## src/sact_pkg.sv

```systemverilog
package sact_pkg;

  localparam int unsigned SetsDefault = 256;
  localparam int unsigned WaysDefault = 8;
  localparam int unsigned OffsetMax   = 12;
  localparam int unsigned SetBitsMax  = 8;
  localparam logic [15:0] LfsrSeed    = 16'hACE1;
  localparam logic [15:0] LfsrMask    = 16'hB400;

  typedef enum logic [2:0] {
    CfgOffsetBits   = 3'd0,
    CfgSetIndexBits = 3'd1,
    CfgWaysInUse    = 3'd2,
    CfgReplaceMode  = 3'd3,
    CfgWriteAlloc   = 3'd4
  } cfg_index_e;

  typedef enum logic [1:0] {
    ModeLru    = 2'd0,
    ModeFifo   = 2'd1,
    ModeRandom = 2'd2
  } replace_mode_e;

  typedef enum logic [1:0] {
    OutHit      = 2'd0,
    OutFill     = 2'd1,
    OutEvict    = 2'd2,
    OutNoAlloc  = 2'd3
  } outcome_e;

  typedef enum logic [1:0] {
    StIdle,
    StLookup,
    StResult
  } ctrl_state_e;

  typedef struct packed {
    logic        opcode;
    logic [31:0] address;
  } req_t;

  typedef struct packed {
    logic [1:0]  outcome;
    logic [7:0]  set_number;
    logic [31:0] tag_value;
    logic [2:0]  way_used;
    logic [31:0] hit_total;
    logic [31:0] miss_total;
  } rsp_t;

  typedef struct packed {
    logic capture;  // latch request, launch memory read
    logic update;   // decide, write back, build result
  } dp_cmd_t;

endpackage

```

## src/sact_ctrl.sv

```systemverilog
module sact_ctrl
  import sact_pkg::*;
(
  input  logic    clk_i,
  input  logic    rst_ni,
  input  logic    req_valid_i,
  output logic    req_ready_o,
  output logic    rsp_valid_o,
  input  logic    rsp_ready_i,
  input  logic    dp_busy_i,
  output dp_cmd_t cmd_o
);

  ctrl_state_e state_q, state_d;

  always_ff @(posedge clk_i or negedge rst_ni) begin
    if (!rst_ni) begin
      state_q <= StIdle;
    end else begin
      state_q <= state_d;
    end
  end

  always_comb begin
    state_d = state_q;
    case (state_q)
      StIdle:   if (req_valid_i && !dp_busy_i) state_d = StLookup;
      StLookup: state_d = StResult;
      StResult: if (rsp_ready_i) state_d = req_valid_i ? StLookup : StIdle;
      default:  state_d = StIdle;
    endcase
  end

  // A new request may be taken in the cycle its predecessor's result leaves.
  always_comb begin
    req_ready_o = 1'b0;
    rsp_valid_o = 1'b0;
    cmd_o       = '0;
    case (state_q)
      StIdle:   req_ready_o = !dp_busy_i;
      StLookup: cmd_o.update = 1'b1;
      StResult: begin
        rsp_valid_o = 1'b1;
        req_ready_o = rsp_ready_i;
      end
      default: ;
    endcase
    cmd_o.capture = req_ready_o & req_valid_i;
  end

endmodule

```

## config.mk

```make
export PLATFORM = sky130hd
export DESIGN_NAME = sact_ctrl
export DESIGN_NICKNAME = d
export VERILOG_FILES = /design/src/sact_pkg.sv /design/src/sact_ctrl.sv
export SDC_FILE = /design/constraint.sdc
export NUM_CORES = 1
export LEC_CHECK = 0
export ABC_AREA = 0
export BUFFER_PORTS_ARGS = -buffer_cell sky130_fd_sc_hd__buf_2
export CORE_AREA = 2 2 39 41
export DETAILED_ROUTE_END_ITERATION = 6
export DIE_AREA = 0 0 41 43
export PLACE_DENSITY = 0.3
export RECOVER_POWER = 100
export SKIP_LAST_GASP = 1
export SLEW_MARGIN = 20
export SYNTH_ARGS = -nofsm -noshare
export SYNTH_HDL_FRONTEND = slang
export SYNTH_SLANG_ARGS = --single-unit
```

## constraint.sdc

```tcl
create_clock -name clk_i -period 1.05 [get_ports clk_i]
set_input_delay 0.1575 -clock clk_i [delete_from_list [all_inputs] [get_ports clk_i]]
set_output_delay 0.1575 -clock clk_i [all_outputs]
set_load 0.01 [all_outputs]
```

==> impl_metrics.py, run 1 <==
metrics = {
    "run_status": {
        "status": "finished, violations left",
        "violations": "setup timing",
    },
    "worst_setup_path": {
        "crit_path_max_fanout": 3,
        "critPathCaptureType": "primary output",
        "r2r-start": "state_q[1]$_DFFE_PN0P_",
        "startpoint_type": "register",
        "crit_required_ns": 0.89,
        "path_class": "register to primary output",
        "critPathArrivalTime_ns": 1.18,
        "timing.reg2reg.setup_slack_ns": 0.03,
        "worstSetupStartpoint": "state_q[1]$_DFFE_PN0P_",
    },
    "power": {
        "pwr-share-comb_pct": 46.5,
        "power_density_nw_per_um2": 1940,
        "clockPowerShare_pct": 31.1,
        "power.internal_mw": 0.379,
        "seqPwrFrac_pct": 22.3,
        "switching_power_mw": 0.162,
        "ir_drop_mv": 0.625,
        "power.total_mw": 0.541,
        "p_sw_share_pct": 30.0,
        "p_leak_nw": 0.139,
    },
    "global_routing": {
        "grt_max_degree": 7,
        "grt_pass1_wl_um": 552,
        "antenna_found_initial": 0,
        "grt_pass1_vias": 142,
        "grt_overflow": 0,
        "grt_use_total_pct": 5.43,
    },
    "placed_design": {
        "placed_cell_area_um2": 190,
        "finalWeightedCongestion": 0.538,
        "dp.cells": 36,
        "numPortBuffers": 8,
        "dp_hpwl_um": 237,
    },
    "timing": {
        "skew_ns": 0.000813,
        "fin_crit_ns": 1.34,
        "finalHoldViolations": 0,
        "final.setup.worst_slack_ns": -0.286,
        "setup_violations": 4,
        "period_share_pct": 127,
        "drv_slew": 0,
        "fmax_ghz": 0.749,
        "worst_pin_slew_ns": 0.268,
        "rsz0062_at_grt": "true",
        "hold_ws_ns": 0.214,
        "worst_slew_margin_rel_pct": 81.9,
    },
    "finish": {
        "final_cells": 43,
        "final_cell_mix": "buf_2, nor2b_4, clkbuf_4, buf_6, buf_4",
        "finalInstanceArea_um2": 279,
        "largestRegisters": "state_q (2)",
        "nets": 34,
        "mostFrequentLayoutCell": "buf_2",
        "largest_reg_flops": 2,
        "diodes": 0,
        "top_register": "state_q",
        "drive_gt1_share_pct": 74.1,
        "synthToLayoutAreaGrowth_pct": 125,
        "final_util_pct": 20.2,
    },
    "yosys": {
        "syn_nets": 17,
        "ys_ff_latch": 2,
        "avgSynthCellArea_um2": 10.3,
        "syn_inst": 12,
        "ys_warn_count": 0,
        "yosysSeqAreaShare_pct": 40.4,
        "synth_cell_types": 8,
        "syn_area_um2": 124,
    },
    "clock_network": {
        "clock_latency_ns": 0.22,
        "cts.sinks": 2,
        "numCtsBuffers": 3,
        "cts_root_buf": "clkbuf_4",
        "cts_max_level": 1,
        "clk_pin_slew_ns": 0.03,
        "cts_tree": "built",
        "cts_buffer_depth": 2,
    },
    "drt": {
        "wire_per_inst_um": 9.05,
        "vias": 148,
        "via_per_inst": 3.44,
        "first_iter_violations": 0,
        "routed_wirelength_um": 389,
        "drc": 0,
        "firstDrtPassIters": 1,
        "ant_nets": 0,
    },
    "floorplan": {
        "core_um2": 1380,
        "die_y_um": 43,
        "die_area_um2": 1760,
        "placementRows": 14,
        "ios": 9,
        "start_util_pct": 8.95,
        "dieWidth_um": 41,
    },
    "hold_path": {
        "hold_class": "input pin to register",
        "holdCritStartpoint": "req_valid_i",
    },
    "job": {
        "drv_cap": 0,
    },
}
==> worst paths after layout <==
path / end / cells past startpoint
max in group asynchronous: state_q[0]$_DFFE_PN0P_ / 2
worst max-delay path: cmd_o[1] / 4
min in group asynchronous: state_q[1]$_DFFE_PN0P_ / 2
worst min-delay path: state_q[0]$_DFFE_PN0P_ / 2
worst max register to register: state_q[1]$_DFFE_PN0P_ / 5
worst min register to register: state_q[0]$_DFFE_PN0P_ / 1
==> layout make-up <==
type / instances / area (um^2)
Timing Repair Buffer: 13 / 92.6
Tap cell: 16 / 20.0
Sequential cell: 2 / 51.3
Inverter: 1 / 3.75
Clock buffer: 3 / 22.5
Multi-Input combinational cell: 8 / 88.8
Fill cell: 157 / 1100
==> cells in the mapped netlist <==
master	number	area, um^2
nor3_1	1	5.00
nor2b_1	3	18.8
nor2b_4	1	13.8
inv_1	1	3.75
a21o_1	1	7.51
dfrtp_1	2	50.1
buf_4	1	7.51
nor4b_1	2	17.5
==> metal layers <==
| metal | global-route usage, % | part of all wire [%] | vias to the layer above |
|---|---|---|---|
| met3 | 3.14 | 14 | 0 |
| li1 | - | - | 72 |
| met4 | 8.00 | 0 | 0 |
| met5 | 0 | 0 | - |
| met1 | 5.81 | 38 | 68 |
| met2 | 5.63 | 48 | 8 |
==> timing repair <==
action                                  in CTS  in global routing
gates cloned                                 0                  0
hold buffers                                 1                  0
resized for setup                            3                  6
endpoints found under the setup margin       4                  4
pin swaps                                    0                  1
setup buffers                                1                  2
hold endpoints to repair                     2                  0
==> cells by family (layout without fill, tap and decap cells) <==
logic type      after synthesis  in the layout  share of synthesized area [%]
simple gates                  7              7                           44.4
flops                         2              2                           40.4
buf+inv                       2             17                           9.09
compound gates                1              1                           6.06
==> stage by stage <==
step	setup WS [ns]	setup TNS [ns]
after floorplan	0.0396	0
after global placement	-0.0326	-0.0326
after detailed placement	-0.0588	-0.0588
after CTS	-0.299	-0.780
after global routing	-0.375	-1.15
final	-0.286	-0.900
==> critical path: stages (launching register included) <==
cell	delay [ns]
dfrtp_1	0.38
buf_6	0.12
nor2b_4	0.04
nor4b_2	0.24
buf_2	0.17
==> power by group through the flow <==
stage          sequential, mW  clock, mW  combinational [mW]
2_1_floorplan           0.112          0              0.0962
3_3_place_gp            0.116          0               0.153
3_5_place_dp            0.116          0               0.153
4_1_cts                 0.115      0.182               0.189
5_1_grt                 0.124      0.195               0.271
6_report                0.121      0.169               0.252
Note: power is estimated with default switching activity, not from simulation.
==> run 2: changes to the inputs <==
--- a/config.mk
+++ b/config.mk
@@ -7,13 +7,15 @@
 export LEC_CHECK = 0
 export ABC_AREA = 0
 export BUFFER_PORTS_ARGS = -buffer_cell sky130_fd_sc_hd__buf_2
+export CELL_PAD_IN_SITES_DETAIL_PLACEMENT = 0
+export CELL_PAD_IN_SITES_GLOBAL_PLACEMENT = 1
 export CORE_AREA = 2 2 39 41
 export DETAILED_ROUTE_END_ITERATION = 6
 export DIE_AREA = 0 0 41 43
-export PLACE_DENSITY = 0.3
+export PLACE_DENSITY = 0.32
 export RECOVER_POWER = 100
 export SKIP_LAST_GASP = 1
-export SLEW_MARGIN = 20
+export SLEW_MARGIN = 0
 export SYNTH_ARGS = -nofsm -noshare
 export SYNTH_HDL_FRONTEND = slang
 export SYNTH_SLANG_ARGS = --single-unit
==> impl_metrics.py, run 2 (same netlist as run 1, synthesis figures left out) <==
metrics = {
    "timing": {
        "drv_slew": 0,
        "finalHoldViolations": 0,
        "fmax_ghz": 0.759,
        "setup_violations": 4,
        "worst_pin_slew_ns": 0.244,
        "skew_ns": 0.000814,
        "hold_ws_ns": 0.212,
        "worst_slew_margin_rel_pct": 83.5,
        "final.setup.worst_slack_ns": -0.268,
        "fin_crit_ns": 1.32,
        "setup_tns_ns": -0.622,
        "rsz0062_at_grt": "true",
        "period_share_pct": 126,
    },
    "finish": {
        "largest_reg_flops": 2,
        "top_register": "state_q",
        "mostFrequentLayoutCell": "buf_2",
        "diodes": 0,
        "drive_gt1_share_pct": 62.5,
        "synthToLayoutAreaGrowth_pct": 88.9,
        "final_cells": 40,
        "final_util_pct": 16.9,
        "final_cell_mix": "buf_2, clkbuf_4, nor2b_1, nor2b_4, dfrtp_1",
        "finalInstanceArea_um2": 234,
        "largestRegisters": "state_q (2)",
        "nets": 31,
    },
    "run_status": {
        "violations": "setup timing",
        "status": "finished, violations left",
    },
    "drt": {
        "ant_nets": 0,
        "via_per_inst": 3.10,
        "first_iter_violations": 1,
        "vias": 124,
        "wire_per_inst_um": 8.13,
        "routed_wirelength_um": 325,
        "drc": 0,
        "firstDrtPassIters": 2,
    },
    "placed_design": {
        "numPortBuffers": 8,
        "placed_cell_area_um2": 183,
        "place_ws_ns": -0.0393,
        "dp.cells": 35,
        "finalWeightedCongestion": 0.634,
    },
    "power": {
        "p_sw_share_pct": 31.5,
        "pwr-share-comb_pct": 36.8,
        "power.total_mw": 0.460,
        "ir_drop_mv": 0.668,
        "power.internal_mw": 0.315,
        "seqPwrFrac_pct": 25.4,
        "clockPowerShare_pct": 37.7,
        "power_density_nw_per_um2": 1970,
        "switching_power_mw": 0.145,
        "p_leak_nw": 0.119,
    },
    "worst_setup_path": {
        "critPathArrivalTime_ns": 1.16,
        "critPathCaptureType": "primary output",
        "crit_path_max_fanout": 4,
        "path_class": "register to primary output",
        "crit_required_ns": 0.89,
        "startpoint_type": "register",
    },
    "global_routing": {
        "grt_max_degree": 7,
        "grt_overflow": 0,
        "grt_pass1_wl_um": 572,
        "antenna_found_initial": 0,
        "grt_use_total_pct": 5.72,
        "grt_pass1_vias": 137,
    },
    "floorplan": {
        "core_um2": 1380,
        "placementRows": 14,
        "die_area_um2": 1760,
        "die_y_um": 43,
        "ios": 9,
        "start_util_pct": 8.95,
        "dieWidth_um": 41,
    },
    "clock_network": {
        "cts.sinks": 2,
        "cts_root_buf": "clkbuf_4",
        "cts_tree": "built",
        "numCtsBuffers": 3,
        "clock_latency_ns": 0.22,
        "cts_max_level": 1,
        "clk_pin_slew_ns": 0.03,
        "cts_buffer_depth": 2,
    },
    "job": {
        "drv_cap": 0,
    },
    "hold_path": {
        "hold_class": "input pin to register",
    },
}
[run 2: cell types whose count changed in the layout (fill, tap and decap cells not counted), sizes merged]
| cell | previous run | this run |
|---|---|---|
| buf | 11 | 8 |
[run 2: critical path, cell delays in order (launching register included)]
cell and delay (ns):
dfrtp_1 0.39, nor2b_4 0.15, nor4b_2 0.23, buf_2 0.16
[run 2: power by group through the flow]
stage	Sequential [mW]	Combinational (mW)	Clock (mW)
finish	0.117	0.170	0.174
global route	0.120	0.190	0.200
CTS	0.117	0.174	0.184
detailed placement	0.116	0.137	0
global placement	0.119	0.136	0
floorplan	0.112	0.0962	0
[run 2: final timing paths]
| path | startpoint | endpoint | slack, ns | cells after the start |
|---|---|---|---|---|
| worst max-delay path | state_q[1]$_DFFE_PN0P_ | cmd_o[1] | -0.27 | 3 |
| worst min-delay path | req_valid_i | state_q[0]$_DFFE_PN0P_ | 0.21 | 2 |
| worst max register to register | state_q[1]$_DFFE_PN0P_ | state_q[0]$_DFFE_PN0P_ | 0.12 | 2 |
| worst min register to register | state_q[0]$_DFFE_PN0P_ | state_q[0]$_DFFE_PN0P_ | 0.57 | 1 |
| max in group asynchronous | rst_ni | state_q[1]$_DFFE_PN0P_ | 0.68 | 2 |
| min in group asynchronous | rst_ni | state_q[0]$_DFFE_PN0P_ | 0.25 | 2 |
[run 2: timing repair]
action	CTS	global route
buffers inserted	1	0
hold buffers	1	0
hold endpoints to repair	2	0
setup endpoints to repair	4	4
pin swaps	0	0
cloned	0	0
resized for setup	4	0
[run 2: layout make-up]
type                            instances  area [um^2]
Timing Repair Buffer                   10         56.3
Fill cell                             167         1150
Clock buffer                            3         22.5
Multi-Input combinational cell          8         81.3
Inverter                                1         3.75
Sequential cell                         2         50.0
Tap cell                               16         20.0
[run 2: per-layer routing]
metal | GRT usage [%] | up-vias | routed length [um]
li1 | - | 64 | -
met4 | 6.00 | 0 | 0
met1 | 5.79 | 56 | 131
met5 | 0 | - | 0
met2 | 6.56 | 4 | 164
met3 | 4.71 | 0 | 29
